File: src/hw/rtl/hra_pkg.sv
// ============================================================================
// hra_pkg: shared types and constants of the heart rate averager
// Holds the payload structs, the controller states, the command and status
// groups between the controller and the datapath, and the fixed constants.
// ============================================================================
package hra_pkg;

    // Ring of accepted rates. The mean is taken by a shift, so the depth
    // is kept a power of two.
    localparam int RING_DEPTH = 8;
    localparam int RING_BITS  = $clog2(RING_DEPTH);
    localparam int SUM_W      = 8 + RING_BITS;

    // Beats per minute from a millisecond interval: 60 * 1000.
    localparam int RATE_NUM_W = 16;
    localparam logic [RATE_NUM_W-1:0] RATE_NUMERATOR = 16'd60000;
    localparam logic [15:0] DIV_STEPS_LAST = 16'd15;

    localparam logic [17:0] IR_RESET      = 18'd50000;
    localparam logic [7:0]  FLOOR_RESET   = 8'd20;
    localparam logic [8:0]  CEILING_RESET = 9'd255;
    localparam logic [7:0]  RATE_MAX      = 8'd255;

    // Configuration register indexes.
    localparam int CFG_IDX_W = 2;
    localparam logic [CFG_IDX_W-1:0] CFG_IR_THRESHOLD = 2'd0;
    localparam logic [CFG_IDX_W-1:0] CFG_RATE_FLOOR   = 2'd1;
    localparam logic [CFG_IDX_W-1:0] CFG_RATE_CEILING = 2'd2;
    localparam int CFG_DATA_W = 18;

    typedef struct packed {
        logic [17:0] ir_level;
        logic        beat_flag;
        logic [31:0] time_ms;
    } t_hra_in;

    typedef struct packed {
        logic       signal_present;
        logic       beat_taken;
        logic [7:0] rate_average;
    } t_hra_out;

    typedef enum logic [2:0] {
        ST_IDLE,
        ST_EVAL,
        ST_MULT,
        ST_TEST,
        ST_DIV,
        ST_STORE,
        ST_AVG,
        ST_FINISH
    } t_hra_state;

    typedef struct packed {
        logic capture;
        logic evaluate;
        logic multiply;
        logic div_start;
        logic div_step;
        logic store;
        logic average;
        logic emit;
    } t_hra_cmd;

    typedef struct packed {
        logic beat_valid;
        logic rate_ok;
        logic div_last;
        logic out_free;
    } t_hra_status;

endpackage

File: src/hw/rtl/hra_ctrl.sv
// ============================================================================
// hra_ctrl: sequencing controller of the heart rate averager
// Steps one item through evaluation, range test, division and ring update.
// ============================================================================
module hra_ctrl (
    input  logic                i_clk,
    input  logic                i_rst_n,
    input  logic                i_in_valid,
    input  hra_pkg::t_hra_status i_status,
    output logic                o_in_stall,
    output hra_pkg::t_hra_cmd   o_cmd
);

    hra_pkg::t_hra_state r_state;
    hra_pkg::t_hra_state n_state;

    always_ff @(posedge i_clk) begin
        if (!i_rst_n) begin
            r_state <= hra_pkg::ST_IDLE;
        end else begin
            r_state <= n_state;
        end
    end

    always_comb begin
        n_state = r_state;
        unique case (r_state)
            hra_pkg::ST_IDLE: begin
                if (i_in_valid) begin
                    n_state = hra_pkg::ST_EVAL;
                end
            end
            hra_pkg::ST_EVAL: begin
                n_state = i_status.beat_valid ? hra_pkg::ST_MULT : hra_pkg::ST_FINISH;
            end
            hra_pkg::ST_MULT:  n_state = hra_pkg::ST_TEST;
            hra_pkg::ST_TEST: begin
                n_state = i_status.rate_ok ? hra_pkg::ST_DIV : hra_pkg::ST_FINISH;
            end
            hra_pkg::ST_DIV: begin
                if (i_status.div_last) begin
                    n_state = hra_pkg::ST_STORE;
                end
            end
            hra_pkg::ST_STORE: n_state = hra_pkg::ST_AVG;
            hra_pkg::ST_AVG:   n_state = hra_pkg::ST_FINISH;
            hra_pkg::ST_FINISH: begin
                if (i_status.out_free) begin
                    n_state = hra_pkg::ST_IDLE;
                end
            end
            default: n_state = hra_pkg::ST_IDLE;
        endcase
    end

    always_comb begin
        o_cmd      = '0;
        o_in_stall = 1'b1;
        unique case (r_state)
            hra_pkg::ST_IDLE: begin
                o_in_stall  = 1'b0;
                o_cmd.capture = i_in_valid;
            end
            hra_pkg::ST_EVAL:  o_cmd.evaluate = 1'b1;
            hra_pkg::ST_MULT:  o_cmd.multiply = 1'b1;
            hra_pkg::ST_TEST:  o_cmd.div_start = i_status.rate_ok;
            hra_pkg::ST_DIV:   o_cmd.div_step = 1'b1;
            hra_pkg::ST_STORE: o_cmd.store = 1'b1;
            hra_pkg::ST_AVG:   o_cmd.average = 1'b1;
            hra_pkg::ST_FINISH: o_cmd.emit = i_status.out_free;
            default: o_cmd = '0;
        endcase
    end

endmodule

File: src/hw/rtl/hra_datapath.sv
// ============================================================================
// hra_datapath: registers and arithmetic of the heart rate averager
// Configuration, beat timing, range test, restoring divider, rate ring with
// running sum, and the output register.
// ============================================================================
module hra_datapath (
    input  logic                              i_clk,
    input  logic                              i_rst_n,
    input  hra_pkg::t_hra_cmd                 i_cmd,
    input  hra_pkg::t_hra_in                  i_in_data,
    input  logic                              i_cfg_valid,
    input  logic [hra_pkg::CFG_IDX_W-1:0]     i_cfg_index,
    input  logic [hra_pkg::CFG_DATA_W-1:0]    i_cfg_data,
    input  logic                              i_out_stall,
    output hra_pkg::t_hra_status              o_status,
    output logic                              o_out_valid,
    output hra_pkg::t_hra_out                 o_out_data
);

    logic [17:0] r_ir_threshold;
    logic [7:0]  r_rate_floor;
    logic [8:0]  r_rate_ceiling;

    hra_pkg::t_hra_in r_item;
    logic        r_present;
    logic        r_taken;
    logic [31:0] r_last_beat;
    logic [31:0] r_interval;
    logic [40:0] r_prod_ceil;
    logic [39:0] r_prod_floor;

    logic [15:0] r_rem;
    logic [15:0] r_quo;
    logic [3:0]  r_div_cnt;

    logic [7:0]  r_ring [hra_pkg::RING_DEPTH];
    logic [hra_pkg::RING_BITS-1:0] r_slot;
    logic [hra_pkg::SUM_W-1:0]     r_ring_sum;
    logic [7:0]  r_held;

    logic        r_out_valid;
    hra_pkg::t_hra_out r_out_data;

    logic        present;
    logic [16:0] trial;
    logic        trial_fits;
    logic [7:0]  rate_sat;

    assign present    = r_item.ir_level >= r_ir_threshold;
    assign trial      = {r_rem, r_quo[15]};
    assign trial_fits = {15'd0, trial} >= r_interval;
    assign rate_sat   = (r_quo > {8'd0, hra_pkg::RATE_MAX}) ? hra_pkg::RATE_MAX : r_quo[7:0];

    assign o_status.beat_valid = present && r_item.beat_flag;
    // Exact test of floor < 60000 / interval < ceiling without a division.
    assign o_status.rate_ok    = ({25'd0, hra_pkg::RATE_NUMERATOR} < r_prod_ceil) &&
                                 ({24'd0, hra_pkg::RATE_NUMERATOR} > r_prod_floor);
    assign o_status.div_last   = r_div_cnt == hra_pkg::DIV_STEPS_LAST[3:0];
    assign o_status.out_free   = !r_out_valid || !i_out_stall;

    // Configuration registers.
    always_ff @(posedge i_clk) begin
        if (!i_rst_n) begin
            r_ir_threshold <= hra_pkg::IR_RESET;
            r_rate_floor   <= hra_pkg::FLOOR_RESET;
            r_rate_ceiling <= hra_pkg::CEILING_RESET;
        end else if (i_cfg_valid) begin
            unique case (i_cfg_index)
                hra_pkg::CFG_IR_THRESHOLD: r_ir_threshold <= i_cfg_data;
                hra_pkg::CFG_RATE_FLOOR:   r_rate_floor   <= i_cfg_data[7:0];
                hra_pkg::CFG_RATE_CEILING: r_rate_ceiling <= i_cfg_data[8:0];
                default: ;
            endcase
        end
    end

    // Item capture and beat timing.
    always_ff @(posedge i_clk) begin
        if (i_cmd.capture) begin
            r_item <= i_in_data;
        end
        if (i_cmd.evaluate) begin
            r_present  <= present;
            r_taken    <= present && r_item.beat_flag;
            r_interval <= r_item.time_ms - r_last_beat;
        end
        if (i_cmd.multiply) begin
            r_prod_ceil  <= r_rate_ceiling * r_interval;
            r_prod_floor <= r_rate_floor * r_interval;
        end
    end

    always_ff @(posedge i_clk) begin
        if (!i_rst_n) begin
            r_last_beat <= '0;
        end else if (i_cmd.evaluate && present && r_item.beat_flag) begin
            r_last_beat <= r_item.time_ms;
        end
    end

    // Restoring divider, one quotient bit per cycle.
    always_ff @(posedge i_clk) begin
        if (i_cmd.div_start) begin
            r_rem     <= '0;
            r_quo     <= hra_pkg::RATE_NUMERATOR;
            r_div_cnt <= '0;
        end else if (i_cmd.div_step) begin
            r_rem     <= trial_fits ? 16'(trial - r_interval[16:0]) : trial[15:0];
            r_quo     <= {r_quo[14:0], trial_fits};
            r_div_cnt <= r_div_cnt + 4'd1;
        end
    end

    // Rate ring with a running sum; the mean is a shift of the sum.
    always_ff @(posedge i_clk) begin
        if (!i_rst_n) begin
            for (int k = 0; k < hra_pkg::RING_DEPTH; k++) begin
                r_ring[k] <= '0;
            end
            r_slot     <= '0;
            r_ring_sum <= '0;
            r_held     <= '0;
        end else begin
            if (i_cmd.store) begin
                r_ring[r_slot] <= rate_sat;
                r_ring_sum     <= r_ring_sum - {{hra_pkg::RING_BITS{1'b0}}, r_ring[r_slot]}
                                  + {{hra_pkg::RING_BITS{1'b0}}, rate_sat};
                r_slot         <= r_slot + 1'b1;
            end
            if (i_cmd.average) begin
                r_held <= r_ring_sum[hra_pkg::SUM_W-1:hra_pkg::RING_BITS];
            end else if (i_cmd.evaluate && !present) begin
                r_held <= '0;
            end
        end
    end

    // Output register.
    always_ff @(posedge i_clk) begin
        if (!i_rst_n) begin
            r_out_valid <= 1'b0;
        end else if (i_cmd.emit) begin
            r_out_valid <= 1'b1;
        end else if (!i_out_stall) begin
            r_out_valid <= 1'b0;
        end
    end

    always_ff @(posedge i_clk) begin
        if (i_cmd.emit) begin
            r_out_data.signal_present <= r_present;
            r_out_data.beat_taken     <= r_taken;
            r_out_data.rate_average   <= r_present ? r_held : 8'd0;
        end
    end

    assign o_out_valid = r_out_valid;
    assign o_out_data  = r_out_data;

endmodule

File: src/hw/rtl/heart_rate_averager_core.sv
// ============================================================================
// heart_rate_averager_core: pulse rate averaging over a ring of beat rates
// Top level joining the sequencing controller and the arithmetic datapath.
// ============================================================================
// Usage:
// Each input transfer carries an infrared sample, a beat flag and a
// millisecond timestamp; every input transfer yields exactly one output
// transfer with the signal flag, the beat flag as taken and the averaged
// rate in beats per minute.
// The block works on one item at a time. An item without an accepted beat
// and a beat that fails the range test skip the division; an item whose beat
// passes the range test goes through the 16-step restoring divider that
// turns the beat interval into a rate.
// The result sits in an output register, so a stalled receiver does not
// block the next input until a second result is ready to be loaded.
// Synchronous active-low reset restores the three configuration registers
// to their defaults, clears the beat time, the rate ring and the average,
// and drops the output valid.
// Configuration writes are always ready and should be made while idle.
// ============================================================================
module heart_rate_averager_core (
    input  logic                           i_clk,
    input  logic                           i_rst_n,
    input  logic                           i_in_valid,
    output logic                           o_in_stall,
    input  hra_pkg::t_hra_in               i_in_data,
    output logic                           o_out_valid,
    input  logic                           i_out_stall,
    output hra_pkg::t_hra_out              o_out_data,
    input  logic                           i_cfg_valid,
    output logic                           o_cfg_ready,
    input  logic [hra_pkg::CFG_IDX_W-1:0]  i_cfg_index,
    input  logic [hra_pkg::CFG_DATA_W-1:0] i_cfg_data
);

    hra_pkg::t_hra_cmd    cmd;
    hra_pkg::t_hra_status status;

    // Register writes go straight into the registers, so the port never waits.
    assign o_cfg_ready = 1'b1;

    // The controller owns sequencing and the input stall.
    hra_ctrl u_ctrl (
        .i_clk      (i_clk),
        .i_rst_n    (i_rst_n),
        .i_in_valid (i_in_valid),
        .i_status   (status),
        .o_in_stall (o_in_stall),
        .o_cmd      (cmd)
    );

    // The datapath holds all item state and drives the output channel.
    hra_datapath u_datapath (
        .i_clk       (i_clk),
        .i_rst_n     (i_rst_n),
        .i_cmd       (cmd),
        .i_in_data   (i_in_data),
        .i_cfg_valid (i_cfg_valid),
        .i_cfg_index (i_cfg_index),
        .i_cfg_data  (i_cfg_data),
        .i_out_stall (i_out_stall),
        .o_status    (status),
        .o_out_valid (o_out_valid),
        .o_out_data  (o_out_data)
    );

endmodule
File: config.mk
export PLATFORM = sky130hd
export DESIGN_NAME = heart_rate_averager_core
export DESIGN_NICKNAME = d
export VERILOG_FILES = /design/src/hw/rtl/hra_pkg.sv /design/src/hw/rtl/hra_ctrl.sv /design/src/hw/rtl/hra_datapath.sv /design/src/hw/rtl/heart_rate_averager_core.sv
export SDC_FILE = /design/constraint.sdc
export NUM_CORES = 2
export LEC_CHECK = 0
export BUFFER_PORTS_ARGS = -buffer_cell sky130_fd_sc_hd__buf_2
export CORE_UTILIZATION = 50
export DETAILED_ROUTE_END_ITERATION = 8
export PLACE_DENSITY = 0.69
export SYNTH_ARGS = -nofsm -noshare
export SYNTH_HDL_FRONTEND = slang
export SYNTH_SLANG_ARGS = --single-unit
File: constraint.sdc
create_clock -name i_clk -period 5.3 [get_ports i_clk]
set_clock_uncertainty 0.15 [all_clocks]
set_input_delay 0.265 -clock i_clk [delete_from_list [all_inputs] [get_ports i_clk]]
set_output_delay 0.265 -clock i_clk [all_outputs]
set_load 0.1 [all_outputs]
**Word level (Yosys, flattened, before mapping)**

Memory sizes are Yosys's and may differ from the RTL's. A register that Yosys moved wholly into a read port is not among the register bits.
Cells that the tools add are included.

- Bits in registers: 305
- Bits in writable memories: 64
- Bits of input ports: 76
- Output and inout bits: 13
- Memories kept: 1

Memories:

| name | depth | width | read ports | clocked after memory_dff | wr ports | line | text |
|---|---|---|---|---|---|---|---|
| u_datapath.r_ring | 8 | 8 | 1 | 1 | 8 | hra_datapath.sv:36 | `logic [7:0] r_ring [hra_pkg::RING_DEPTH];` |

- Add/sub/neg operators: 6
- $mul: 2
- Magnitude comparators: 5
- Eq/ne operators: 14
- Multiplexer cells: 30
- Reductions and logical operators: 17

Operator list:

| kind | count |
|---|---|
| < comparator 16 x 41 -> 1 bit (first input constant) | 1 |
| multiplier 9 x 32 -> 41 bit | 1 |
| greater-than comparator 16 x 40 -> 1 bit (first input constant) | 1 |
| multiplier 8 x 32 -> 40 bit | 1 |
| greater-or-equal comparator 17 x 32 -> 1 bit | 1 |
| 2-to-1 mux 8 bit | 4 |
| subtractor 32 bit | 1 |
| case mux 3 bit (8 select lines) | 1 |
| 2-to-1 mux 3 bit | 7 |
| greater-or-equal comparator 18 bit | 1 |
| greater-than comparator 16 x 8 -> 1 bit (second input constant) | 1 |
| 2-to-1 mux 1 bit | 16 |
| 2-to-1 mux 16 bit | 1 |
| subtractor 16 bit | 1 |
| equality test 3 bit (second input constant) | 4 |
| adder 11 x 8 -> 11 bit | 1 |
| subtractor 11 x 8 -> 11 bit | 1 |
| OR reduction 8 bit | 1 |
| equality test 3 x 2 -> 1 bit (second input constant) | 2 |
| AND reduction 2 bit | 3 |
| logical AND 1 bit | 5 |
| adder 4 x 1 -> 4 bit (second input constant) | 1 |
| equality test 4 bit (second input constant) | 1 |
| != test 2 x 1 -> 1 bit (second input constant) | 2 |
| 12 further kinds | 15 |

**Depth between registers and ports, before layout**

- Depth in word-level cells: 7
- Gate-level depth with buffers: 21
- Gate-level depth less buffers: 19

**Modules after synthesis**

From an unflattened synthesis, not the netlist that was laid out.

- Cell total of the unflattened synthesis: 3,512
- Area, all modules: 33,961.3 um^2

By module, submodules not included:

| module | instances | cells an instance | area each (um^2) | seq. area each (um^2) |
|---|---|---|---|---|
| hra_datapath | 1 | 3,476 | 33,689.8 | 9,639.2 |
| hra_ctrl | 1 | 34 | 260.2 | 60.1 |
| heart_rate_averager_core | 1 | 2 | 11.3 | 0.0 |

**Least setup slack after synthesis**

No wires, ideal clock.

- Path kind: register to register
- From: register u_datapath.r_interval[12]
- To: register u_datapath.r_prod_floor[37] (data pin)
- Setup time: 258 ps
- Arrival: 5,050 ps
- Data required time: 4,892 ps
- Path slack: -158 ps
- Cell stages (with the launch flop): 19
- Buffers on the path: 1
- Clock period less this slack: 5,458 ps
- Path through: edfxtp_1 > clkbuf_1 > and2_1 > fa_1 > fa_1 > fa_1 > inv_1 > fa_1 > inv_1 > ha_1 > and3_1 > and2_1 > a221oi_2 > nand3_1 > a31o_1 > a221o_1 > a21o_1 > a21oi_1 > xnor2_1

- Word-level cells in the longest chain between the ends: 1

Ends and longest elaborated chain:

| item | line | text |
|---|---|---|
| start: declaration | hra_datapath.sv:28 | `logic [31:0] r_interval;` |
| start signal: assignment | hra_datapath.sv:85 | `r_interval <= r_item.time_ms - r_last_beat;` |
| multiplier 8 x 32 -> 40 bit | hra_datapath.sv:89 | `r_prod_floor <= r_rate_floor * r_interval;` |
| end signal: assignment | hra_datapath.sv:89 |  |
| end: declaration | hra_datapath.sv:30 | `logic [39:0] r_prod_floor;` |

No other way between the ends.
A chain may end at the register's enable or synchronous reset.

**Final worst setup path**

- From: register u_datapath.r_interval[14]
- To: register u_datapath.r_prod_floor[37] (data pin)

The elaborated chain is that of the path after synthesis.

==> results by group <==
STA
  – Worst-Margin Slew: around 1200 ps
  – Slew HR: between 20% and 30%
  – Hold slack: 63.2 ps
  – Post-layout worst setup margin: -115 ps
  – RSZ-0062 raised after global routing: yes
  – Max Fclk: ~0.18 GHz
  – Minimum period implied by the final worst setup slack: 5410 ps
  – Hold Vio Cnt, Final: 0
  – Final Cycle Share: 102%
  – Slew Limit Fails: 0
  – Final setup fails: 10
  – Setup TNS: -498 ps

Clock network
  – CTS root buf: clkbuf_16
  – Num Clock Sinks: 367
  – Deepest clock path buffer count: 3
  – CTS tree: yes
  – Num CTS Buffers: 43
  – Skew-Pair Late Insertion Delay: ~630 ps
  – # H-tree levels: 2
  – CTS clock-pin slew for the worst setup and hold paths: approximately 60 ps

Placement
  – Dpl hpwl: ~60000 microns
  – Post-Place Worst Slack: -247 ps
  – Final Wtd Congestion: between 0.8 and 0.9
  – Port Buffer Count: just under 90

Yosys
  – Mean Syn Cell Area: between 9 and 10 sq um
  – Yosys cell types: 85
  – Ys Warns: 0
  – Syn_nets: between 4000 and 5000
  – Synth Cell Area: roughly 0.033 sq mm
  – Post-Synthesis Cells: roughly 3500
  – Post-synth EDFFs: about 240
  – Ys async rst share: 0%
  – Fraction of the yosys area taken by sequential cells: between 20 and 30%
  – Yosys reg bits: approximately 370
  – Dominant synthesized flop cell: edfxtp_1

Floorplan
  – Ports: 89
  – Initial core utilization: between 50% and 60%
  – CORE AREA: between 0.06 and 0.07 sq mm
  – Die W: ~260 microns
  – Num rows: 94
  – Die height: 261 microns
  – Die ar.: between 0.06 and 0.07 sq mm

Drt
  – Final WL: approximately 80000 microns
  – WL met2: between 30000 and 40000 microns
  – Drt wl/cell: around 17 microns
  – Post-route ant nets: 0
  – DR top layer: met5
  – Met3 wire length: between 5000 and 6000 microns
  – Vias: between 20000 and 30000
  – Met1 WL: between 30000 and 40000 microns
  – Drt first pass iters: 5
  – Via-to-Cell Ratio: around 5.3
  – DR DRC count: 0
  – DRT iter0 DRCs: about 1600

Setup path
  – Crit path from: u_datapath.r_interval[14]
  – RR Startpoint: u_datapath.r_interval[14]
  – Buf+Inv Stages, Crit Path: 3
  – CP max-delay cell: fa_1
  – Critical Path Start Type: flop
  – WP data arrival: roughly 5600 ps
  – Crit path top cell by count: fa_1
  – CP max FO: 15
  – Worst EP required: between 5000 and 6000 ps
  – WS Path Type: flop to flop
  – Crit path max-delay family: adder cells
  – Reg2Reg Setup Slack: -110 ps
  – Worst r2r path cells: 18
  – CP peak stage delay: roughly 550 ps
  – Critical path cell sequence: buf_12 -> and2_1 -> fa_1 -> fa_1 -> fa_1 -> inv_1 -> fa_1 -> inv_1 -> ha_4 -> and3_4 -> and2_4 -> a221oi_4 -> nand3_2 -> a31o_4 -> a221o_1 -> a21o_1 -> a21oi_2 -> xnor2_1
  – Reg-to-Reg End: u_datapath.r_prod_floor[37]
  – Kind of end point of the critical path: flop

Global routing
  – Gr usage total: between 20% and 30%
  – Vias in the first global route: around 26000
  – Wire length of the first global-routing pass: between 100000 and 150000 microns
  – Antenna violations before repair: 5
  – Largest net degree at the start of global routing: a little over 100
  – GRT overflow: 0

Hold path
  – Hold Startpoint: i_cfg_valid
  – Hold Path End: u_datapath.r_ir_threshold[2]
  – Worst Hold Class: input pin to flop
  – Cells on Worst Hold Path: 4

Layout
  – Share of layout cells above drive strength 1: 17.9%
  – Final #Nets: around 4500
  – Area grow syn2layout: 21.2%

Run status
  – Failing checks: negative setup slack
  – Status: finished with violations

Run
  – Max_cap viols: 0
-- synthesized netlist by cell type (all sizes together) (4+ instances only) --
| cell | count | area (sq um) |
|---|---|---|
| mux2i | 24 | 240 |
| o21ai | 107 | 547 |
| nor2 | 152 | 571 |
| a21oi | 130 | 651 |
| a211o | 5 | 43.8 |
| a21boi | 22 | 165 |
| o2111ai | 4 | 35.0 |
| a311oi | 4 | 41.3 |
| a31oi | 8 | 56.3 |
| dfxtp | 132 | 2640 |
| o21bai | 15 | 113 |
| nor3 | 23 | 126 |
| nand4 | 17 | 113 |
| a21o | 63 | 473 |
| buf | 18 | 96.4 |
| inv | 545 | 2050 |
| xor2 | 34 | 298 |
| and2 | 390 | 2440 |
| nor4 | 16 | 106 |
| and3 | 18 | 113 |
| fa | 401 | 8030 |
| nand3 | 81 | 405 |
| a211oi | 28 | 245 |
| o21a | 24 | 180 |
| ha | 200 | 2500 |
| clkbuf | 130 | 488 |
| nand2b | 21 | 131 |
| or3 | 5 | 31.3 |
| nand2 | 397 | 1490 |
| edfxtp | 235 | 7060 |
| nor2b | 18 | 113 |
| o22ai | 5 | 31.3 |
| or4 | 5 | 37.5 |
| mux4 | 16 | 360 |
| o31a | 10 | 88.8 |
| o211ai | 12 | 90.1 |
| a22o | 8 | 70.1 |
| xnor2 | 81 | 709 |
| o31ai | 8 | 75.1 |
-- worst register-to-register path, delay by kind of cell, from the launching register on --
family / cells / cell delay (ps)
compound gates: 5 / 1200
fa+ha+maj: 5 / 2370
xor+xnor: 1 / 70
simple gates: 4 / 690
buf+inv: 3 / 300
flops: 1 / 410
-- layer usage --
metal | vias up | track usage [%]
li1 | 12000 | -
met1 | 12500 | 32.4
met2 | 659 | 41.9
met3 | 167 | 4.48
met4 | 2 | 8.85
met5 | - | 0
-- sequential cells by signal, indices dropped and copies added, names as in the netlist, named ones only --
name and count:
u_datapath.r_taken 1, u_datapath.o_out_valid 1, u_datapath.r_rem 16, u_datapath.r_quo 16, u_datapath.r_present 1, u_datapath.r_ring 64, u_datapath.r_ring_sum 11, u_datapath.r_last_beat 32
u_datapath.r_item 51, u_datapath.r_ir_threshold 18, u_datapath.r_prod_floor 35, u_ctrl.r_state 3, u_datapath.r_interval 32, u_datapath.r_held 8, u_datapath.r_prod_ceil 41, u_datapath.r_slot 3
u_datapath.r_rate_floor 8, u_datapath.o_out_data 10, u_datapath.r_rate_ceiling 9, u_datapath.r_div_cnt 4
-- final cells by class --
class / count / area (sq um)
multi-input combinational: 2399 / 22000
fill: 5370 / 25400
clock inverter: 24 / 298
inverter: 545 / 2050
antenna: 2 / 5.00
sequential: 367 / 9720
tap: 864 / 1080
clock buffer: 56 / 1170
timing repair buffer: 510 / 4300
-- timing repair --
action | 4_1_cts | 5_1_grt
hold buffers | 81 | 0
resized for setup | 92 | 81
gates cloned | 1 | 3
pin swaps | 41 | 66
setup buffers | 24 | 13
endpoints found under the setup margin | 26 | 33
hold endpoints to repair | 106 | 0
-- cells by family after synthesis --
family                     Yosys count  share of synthesized area [%]
adders and majority gates          601                           31.4
other                                1                         0.0112
DFF                                367                           29.0
xor gates and xnor gates           115                           3.01
AOI/OAI and AO/OA                  484                           9.63
buffers and inverters              693                           7.85
muxes                               42                           1.86
and+or+nand+nor                   1156                           17.3
-- layout by cell type (no fill, tap or decap), drive strengths merged, types with 107 or more instances in the layout --
cell / instances
ha: 200
nand2: 397
and2: 390
fa: 401
buf: 426
nor2: 152
o21ai: 107
a21oi: 130
edfxtp: 235
inv: 549
dfxtp: 132
-- how the worst max path moves through the flow --
stage	endpoint	slack, ps	depth (start not counted)
CTS	u_datapath.r_prod_floor[37]	-140	19
detailed placement	u_datapath.r_prod_ceil[38]	-250	18
finish	u_datapath.r_prod_floor[37]	-110	18
floorplan	u_datapath.r_prod_floor[37]	0.2	19
global route	u_datapath.r_prod_floor[37]	-300	19
global placement	u_datapath.r_prod_ceil[40]	-200	18
-- per-stage QoR --
stage                     cell area [sq um]  std cells  utilization (%)
after CTS                             40100       4749             60.7
after detailed placement              37200       4563             56.3
after global placement                37200       4563             56.3
after floorplan                       33700       3459                -
after global routing                  40600       4765             61.5
final                                 40600       4767             61.5
Power is not shown: default switching activity piles up to over one toggle a cycle in this logic, so the estimate is an artifact.
